==> src/dsts_pkg.sv <==
package dsts_pkg;

   localparam int HOUR_W     = 5;
   localparam int MINUTE_W   = 6;
   localparam int SRC_W      = 3;
   localparam int CMD_W      = 2;
   localparam int CSR_ADDR_W = 3;
   localparam int REQ_DATA_W = 16;

   // registers in the schedule register file
   localparam int REG_SLOT_NUM = 5;
   localparam logic [CSR_ADDR_W-1:0] REG_MANUAL = 3'd5;
   localparam logic [CSR_ADDR_W-1:0] REG_ENABLE = 3'd6;

   // active source codes
   localparam logic [SRC_W-1:0] SRC_NONE      = 3'd0;
   localparam logic [SRC_W-1:0] SRC_MANUAL    = 3'd1;
   localparam logic [SRC_W-1:0] SRC_SLOT_BASE = 3'd2;

   typedef enum logic [CMD_W-1:0] {
      CMD_NONE       = 2'd0,
      CMD_ON_SLOT    = 2'd1,
      CMD_OFF_MANUAL = 2'd2,
      CMD_OFF_SLOT   = 2'd3
   } cmd_type;

   // one time-update transaction, last field in the lowest bits
   typedef struct packed {
      logic                manual_start;
      logic                actuator_on;
      logic [MINUTE_W-1:0] minute_now;
      logic [HOUR_W-1:0]   hour_now;
      logic                time_updated;
   } req_item_type;

endpackage

==> src/dsts_csr_regs.sv <==
module dsts_csr_regs
   import dsts_pkg::*;
#(
   parameter int DURATION_BITS = 16,
   localparam int SLOT_W = DURATION_BITS + HOUR_W + MINUTE_W
) (
   input  logic                     clock,
   input  logic                     reset,
   input  logic                     wr_en,
   input  logic [CSR_ADDR_W-1:0]    wr_index,
   input  logic [SLOT_W-1:0]        wr_data,
   output logic [SLOT_W-1:0]        slot_reg [REG_SLOT_NUM],
   output logic [DURATION_BITS-1:0] manual_duration,
   output logic                     channel_enable
);

   logic [SLOT_W-1:0]        slot_ff [REG_SLOT_NUM];
   logic [DURATION_BITS-1:0] manual_ff;
   logic                     enable_ff;

   always_ff @(posedge clock) begin
      if (reset) begin
         for (int i = 0; i < REG_SLOT_NUM; i++) begin
            slot_ff[i] <= '0;
         end
         manual_ff <= '0;
         enable_ff <= 1'b0;
      end else if (wr_en) begin
         for (int i = 0; i < REG_SLOT_NUM; i++) begin
            if (wr_index == CSR_ADDR_W'(i)) begin
               slot_ff[i] <= wr_data;
            end
         end
         unique case (wr_index)
            REG_MANUAL: manual_ff <= wr_data[DURATION_BITS-1:0];
            REG_ENABLE: enable_ff <= wr_data[0];
            default: ;
         endcase
      end
   end

   assign slot_reg        = slot_ff;
   assign manual_duration = manual_ff;
   assign channel_enable  = enable_ff;

endmodule

==> src/dsts_step.sv <==
module dsts_step
   import dsts_pkg::*;
#(
   parameter int SLOT_COUNT = 5,
   parameter int DURATION_BITS = 16,
   localparam int SLOT_W  = DURATION_BITS + HOUR_W + MINUTE_W,
   localparam int COUNT_W = DURATION_BITS + 1
) (
   input  req_item_type             item,
   input  logic [SRC_W-1:0]         source_cur,
   input  logic [COUNT_W-1:0]       count_cur,
   input  logic [SLOT_W-1:0]        slot_reg [REG_SLOT_NUM],
   input  logic [DURATION_BITS-1:0] manual_duration,
   input  logic                     channel_enable,
   output cmd_type                  command,
   output logic [SRC_W-1:0]         source_nxt,
   output logic [COUNT_W-1:0]       count_nxt
);

   localparam int USED_SLOTS = (SLOT_COUNT < REG_SLOT_NUM) ? SLOT_COUNT : REG_SLOT_NUM;

   logic [SRC_W-1:0]         src;
   logic [COUNT_W-1:0]       cnt;
   logic [COUNT_W-1:0]       cnt_inc;
   logic [DURATION_BITS-1:0] limit;
   logic                     hit;
   cmd_type                  off_cmd;

   always_comb begin
      src     = item.manual_start ? SRC_MANUAL : source_cur;
      cnt     = item.manual_start ? '0 : count_cur;
      command = CMD_NONE;
      hit     = 1'b0;
      limit   = '0;
      off_cmd = CMD_OFF_SLOT;
      cnt_inc = (&cnt) ? cnt : cnt + COUNT_W'(1);

      if (item.time_updated && channel_enable) begin
         if (!item.actuator_on) begin
            // last matching slot wins
            for (int i = 0; i < USED_SLOTS; i++) begin
               if (slot_reg[i][DURATION_BITS-1:0] != '0 &&
                   slot_reg[i][SLOT_W-1 -: HOUR_W] == item.hour_now &&
                   slot_reg[i][DURATION_BITS +: MINUTE_W] == item.minute_now) begin
                  hit = 1'b1;
                  src = SRC_W'(SRC_SLOT_BASE + SRC_W'(i));
               end
            end
            if (hit) begin
               cnt     = '0;
               command = CMD_ON_SLOT;
            end
         end else if (src != SRC_NONE) begin
            if (src == SRC_MANUAL) begin
               limit   = manual_duration;
               off_cmd = CMD_OFF_MANUAL;
            end else begin
               // a source with no live slot behind it expires at once
               for (int j = 0; j < USED_SLOTS; j++) begin
                  if (src == SRC_W'(SRC_SLOT_BASE + SRC_W'(j))) begin
                     limit = slot_reg[j][DURATION_BITS-1:0];
                  end
               end
            end
            cnt = cnt_inc;
            if (cnt > COUNT_W'(limit)) begin
               cnt     = '0;
               src     = SRC_NONE;
               command = off_cmd;
            end
         end
      end

      source_nxt = src;
      count_nxt  = cnt;
   end

endmodule

==> src/daily_slot_timer_switch_unit.sv <==
// Channel  Handshake             Payload
// req_     req_tvalid/tready     time update: tick, hour, minute, actuator state, manual start
// rsp_     rsp_tvalid/tready     command, active source, elapsed count
// csr_     csr_valid/ready       register index and write data, always ready
//
// Each transaction passes through the input register and then the result
// register; one transaction per cycle is sustained while the result side is ready,
// set by the combinational step logic that updates the source and count registers.
// Synchronous active-high reset clears the schedule, source and count.
// A stalled result holds the step; the input register still takes a transaction
// when it is empty.
module daily_slot_timer_switch_unit
   import dsts_pkg::*;
#(
   parameter int SLOT_COUNT = 5,
   parameter int DURATION_BITS = 16,
   localparam int CSR_DATA_W = DURATION_BITS + HOUR_W + MINUTE_W,
   localparam int COUNT_W    = DURATION_BITS + 1,
   localparam int RSP_BITS   = CMD_W + SRC_W + COUNT_W,
   localparam int RSP_DATA_W = ((RSP_BITS + 7) / 8) * 8
) (
   input  logic                  clock,
   input  logic                  reset,
   input  logic                  req_tvalid,
   output logic                  req_tready,
   // time_updated, hour_now, minute_now, actuator_on, manual_start, zero pad
   input  logic [REQ_DATA_W-1:0] req_tdata,
   output logic                  rsp_tvalid,
   input  logic                  rsp_tready,
   // command, active_source_out, elapsed_out, zero pad
   output logic [RSP_DATA_W-1:0] rsp_tdata,
   input  logic                  csr_valid,
   output logic                  csr_ready,
   input  logic [CSR_ADDR_W-1:0] csr_index,
   input  logic [CSR_DATA_W-1:0] csr_wdata
);

   localparam int ITEM_W = $bits(req_item_type);

   logic [CSR_DATA_W-1:0]    slot_reg [REG_SLOT_NUM];
   logic [DURATION_BITS-1:0] manual_duration;
   logic                     channel_enable;

   logic                     in_valid_ff;
   req_item_type             in_item_ff;
   logic                     out_valid_ff;
   logic [RSP_DATA_W-1:0]    out_data_ff;
   logic [SRC_W-1:0]         source_ff;
   logic [COUNT_W-1:0]       count_ff;

   cmd_type                  command;
   logic [SRC_W-1:0]         source_in;
   logic [COUNT_W-1:0]       count_in;
   logic                     advance;

   assign csr_ready = 1'b1;

   dsts_csr_regs #(
      .DURATION_BITS(DURATION_BITS)
   ) u_csr_regs (
      .clock           (clock),
      .reset           (reset),
      .wr_en           (csr_valid),
      .wr_index        (csr_index),
      .wr_data         (csr_wdata),
      .slot_reg        (slot_reg),
      .manual_duration (manual_duration),
      .channel_enable  (channel_enable)
   );

   dsts_step #(
      .SLOT_COUNT    (SLOT_COUNT),
      .DURATION_BITS (DURATION_BITS)
   ) u_step (
      .item            (in_item_ff),
      .source_cur      (source_ff),
      .count_cur       (count_ff),
      .slot_reg        (slot_reg),
      .manual_duration (manual_duration),
      .channel_enable  (channel_enable),
      .command         (command),
      .source_nxt      (source_in),
      .count_nxt       (count_in)
   );

   // step only when the result register is free or being drained
   assign advance    = in_valid_ff && (!out_valid_ff || rsp_tready);
   assign req_tready = !in_valid_ff || advance;

   always_ff @(posedge clock) begin
      if (reset) begin
         in_valid_ff  <= 1'b0;
         out_valid_ff <= 1'b0;
         source_ff    <= SRC_NONE;
         count_ff     <= '0;
      end else begin
         if (req_tready) begin
            in_valid_ff <= req_tvalid;
         end
         if (advance) begin
            out_valid_ff <= 1'b1;
            source_ff    <= source_in;
            count_ff     <= count_in;
         end else if (rsp_tready) begin
            out_valid_ff <= 1'b0;
         end
      end
   end

   always_ff @(posedge clock) begin
      if (req_tready && req_tvalid) begin
         in_item_ff <= req_tdata[ITEM_W-1:0];
      end
      if (advance) begin
         out_data_ff <= RSP_DATA_W'({count_in, source_in, command});
      end
   end

   assign rsp_tvalid = out_valid_ff;
   assign rsp_tdata  = out_data_ff;

endmodule

==> config.mk <==
export PLATFORM = sky130hd
export DESIGN_NAME = daily_slot_timer_switch_unit
export DESIGN_NICKNAME = d
export VERILOG_FILES = /design/src/dsts_pkg.sv /design/src/dsts_csr_regs.sv /design/src/dsts_step.sv /design/src/daily_slot_timer_switch_unit.sv
export SDC_FILE = /design/constraint.sdc
export NUM_CORES = 1
export LEC_CHECK = 0
export BUFFER_PORTS_ARGS = -buffer_cell sky130_fd_sc_hd__buf_4
export CELL_PAD_IN_SITES_DETAIL_PLACEMENT = 0
export CELL_PAD_IN_SITES_GLOBAL_PLACEMENT = 1
export CORE_ASPECT_RATIO = 1.75
export CORE_UTILIZATION = 45
export DETAILED_ROUTE_END_ITERATION = 7
export GPL_ROUTABILITY_DRIVEN = 0
export PLACE_DENSITY_LB_ADDON = 0.1
export SYNTH_ARGS = -nofsm -noshare
export SYNTH_HDL_FRONTEND = slang
export SYNTH_SLANG_ARGS = --single-unit
export TNS_END_PERCENT = 20
==> constraint.sdc <==
create_clock -name clock -period 4.9 [get_ports clock]
set_input_delay 0.49 -clock clock [delete_from_list [all_inputs] [get_ports clock]]
set_output_delay 0.49 -clock clock [all_outputs]
set_load 0.005 [all_outputs]
==> impl_metrics.csv <==
group,metric,value,unit
timing,hold_violations,0,
pwr,power_density,328.4,nW/µm²
pwr,seqPwrFrac,48.7,%
floorplan,die_y,198.9,µm
cts,h-tree-depth,1,
timing,finClkSkew,0.007354,ns
grt,antenna_found_initial,0,
drt,via_per_inst,5.479,
timing,finalCritPeriodShare,93.33,%
cts,cts_tree,"built",
timing,worstMarginPinSlew,1.220,ns
finish,areaGrowthSynthToFinish,15.62,%
pwr,power_switching,0.9220,mW
timing,setup_viol_count_final,0,
synth,syn-cell-area,9970,µm²
drt,top_layer_used,"met4",
synth,synth_enable_flop_cells,36,
cts,cts.clk_slew.worst_paths,0.06,ns
grt,track_usage,27.40,%
worst_setup_path,rr_endpoint,"count_ff[15]",
cts,clock_latency,0.50,ns
pwr,p_sw_share,24.36,%
place,place_hpwl,22.17,mm
finish,stdcell_area,11530,µm²
worst_setup_path,required,5.31,ns
cts,cts.sinks,210,
timing,fmax,218.7,MHz
drt,drcViolationCount,0,
worst_setup_path,crit_type,"register to register",
finish,nets,1339,
floorplan,fp.coreArea,21590,µm²
place,dpl_cell_area,10840,µm²
synth,avgSynthCellArea,8.152,µm²
floorplan,row_count,71,
worst_setup_path,cp-startpoint,"in_item_ff[13]",
synth,synthArstFlopShare,0,%
drt,dr_wl_met2,17.07,mm
worst_setup_path,rr_startpoint,"in_item_ff[13]",
synth,seq_area_frac_synth,45.78,%
worst_setup_path,worstSetupEndpointType,"register",
worst_setup_path,cp_max_fo,9,
synth,synthFlopType,"dfxtp_1",
worst_setup_path,worstPathArrival,4.98,ns
grt,grt_overflow_total,0,
pwr,p_clk_share,42.7,%
cts,hold_buffers,0,
place,io_buffers,72,
drt,antenna_left,0,
grt,grt_pass1_vias,8570,
worst_setup_path,r2r_setup_slack,0.33,ns
pwr,pwr-share-comb,8.5,%
drt,firstDrtPassIters,5,
drt,wl_per_cell,19.26,µm
synth,yosys-top-cells-area,"dfxtp_1 35%, nand2_1 13%, edfxtp_1 11%, a21oi_1 9.8%, xor2_1 3.6%",
min_path,hold_class,"primary input to register",
drt,drt-met1-wl,10.79,mm
cts,numCtsBuffers,21,
min_path,hold_path_depth,1,
synth,synth_cell_types,57,
timing,period_needed,4.573,ns
timing,rsz0062_at_grt,"false",
pwr,p_int,2.863,mW
pwr,irDropWorstVdd,257.3,µV
finish,diodes,0,
pwr,power.leakage,4.156,nW
worst_setup_path,reg2regPathDepth,20,
worst_setup_path,crit_path_end,"count_ff[15]",
status,status,"completed",
cts,postCtsSetupBuffers,0,
grt,grt_max_degree,109,
synth,synth-seq-cells,210,
run,cap_violations,0,
synth,synth_area_leader_cell,"dfxtp_1",
floorplan,dieArea,22780,µm²
drt,wl_met3,894,µm
floorplan,num_io_pins,78,
timing,final_max_slew_viol_count,0,
grt,grt_pass1_wl,47.29,mm
synth,syn_inst,1223,
cts,clock_path_buffers,3,
timing,relSlewSlack,18.50,%
finish,largest_reg_flops,135,
finish,drive_above_1_share,12.30,%
synth,yosysMostFrequentCell,"nand2_1",
synth,synth_top_area_share,34.94,%
worst_setup_path,startpoint_type,"register",
drt,first_iter_violations,536,
drt,drt_wl_total,30.37,mm
drt,vias,8640,
floorplan,fp.dieW,114.5,µm
floorplan,start_util,46.18,%
timing,setup-tns-final,0,ns
synth,yosysWarnings,0,
cts,root_buffer,"clkbuf_16",
synth,ys_top_cells_by_count,"347 x nand2_1, 195 x a21oi_1, 174 x dfxtp_1",
layout make-up:
cell class              count  area, µm²
clock buffers              26      575.6
inverters                   8      30.03
well taps                 292      365.4
repair buffers            109      843.3
fillers                  2085      10060
flip-flops and latches    210       4564
clock inverters            11      102.6
multi-input cells         921       5046
logic make-up (layout without fill, tap and decap cells):
group / after synthesis / after routing / synth area share, %
fa+ha+maj: 17 / 17 / 2.133
mux: 5 / 5 / 0.5271
xor+xnor: 68 / 68 / 5.974
buf+inv: 93 / 154 / 3.828
simple gates: 530 / 530 / 23.66
flops: 210 / 210 / 45.78
other cells: 2 / 3 / 0.07533
compound gates: 298 / 298 / 18.02
stage by stage:
stage / hold WS (ns) / util [%] / power [mW] / cells / worst slack (ns)
final: 0.1634 / 53.40 / 3.785 / 1577 / 0.3267
after global routing: 0.1445 / 53.40 / 3.927 / 1577 / 0.009985
after CTS: 0.1479 / 53.37 / 3.819 / 1577 / 0.3138
after detailed placement: 0.4441 / 50.23 / 2.207 / 1540 / 0.3318
after global placement: 0.4382 / 50.23 / 2.204 / 1540 / 0.3943
after floorplan: 0.4332 / - / 2.056 / 1224 / 0.3941
power groups by stage:
stage | sequential (mW) | clock, mW | combinational (mW)
floorplan | 1.86 | 0 | 0.197
global placement | 1.88 | 0 | 0.321
detailed placement | 1.88 | 0 | 0.324
CTS | 1.84 | 1.65 | 0.325
global route | 1.85 | 1.72 | 0.354
finish | 1.84 | 1.62 | 0.323
per-layer routing:
layer / vias to the layer above / GRT usage [%]
li1: 4316 / -
met1: 4066 / 26.82
met2: 179 / 54.64
met3: 79 / 3.077
met4: 0 / 14.57
met5: - / 0
critical path: stages (launching register included):
cell and delay [ns]:
edfxtp_1 0.44, inv_1 0.10, nand2_1 0.08, inv_1 0.08
ha_1 0.16, and3_1 0.23, nor3b_4 0.30, nor4b_2 0.24
buf_4 0.18, nand3_1 0.10, xor2_1 0.16, nor2_1 0.14
ha_1 0.28, nand4_1 0.16, nor3_1 0.08, a22o_1 0.23
or4_4 0.56, a211oi_4 0.46, buf_12 0.18, a21oi_1 0.08
o311ai_1 0.23
how the worst min path moves through the flow:
stage	end	slack, ns	from
global route	in_item_ff[12]	0.14	req_tdata[12]
CTS	in_item_ff[12]	0.15	req_tdata[12]
floorplan	u_csr_regs.manual_duration[10]	0.43	u_csr_regs.manual_duration[10]
detailed placement	u_csr_regs.manual_duration[7]	0.44	u_csr_regs.manual_duration[7]
global placement	u_csr_regs.manual_duration[9]	0.44	u_csr_regs.manual_duration[9]
finish	in_item_ff[0]	0.16	req_tdata[0]
placed cells by master (no fill, tap or decap), types with 10 or more instances in the layout:
cell type / Yosys / final
nand2_1: 347 / 347
clkbuf_16: 0 / 22
nor3_1: 12 / 10
xnor2_1: 27 / 27
nor2_1: 46 / 45
a21oi_1: 195 / 195
nand4_1: 19 / 19
nor2b_1: 14 / 14
nand3_1: 19 / 19
o311ai_0: 13 / 13
a22o_1: 26 / 26
o2bb2ai_1: 10 / 10
buf_4: 4 / 107
ha_1: 17 / 17
o21ai_0: 23 / 23
dfxtp_1: 174 / 174
nor4_1: 29 / 29
edfxtp_1: 36 / 36
xor2_1: 41 / 41
nand2b_1: 18 / 18
what timing repair did:
item | 4_1_cts | 5_1_grt
endpoints found under the hold margin | 0 | 0
gates resized for setup | 0 | 1
setup endpoints to repair | 0 | 7
(Power assumes the default switching activity.)
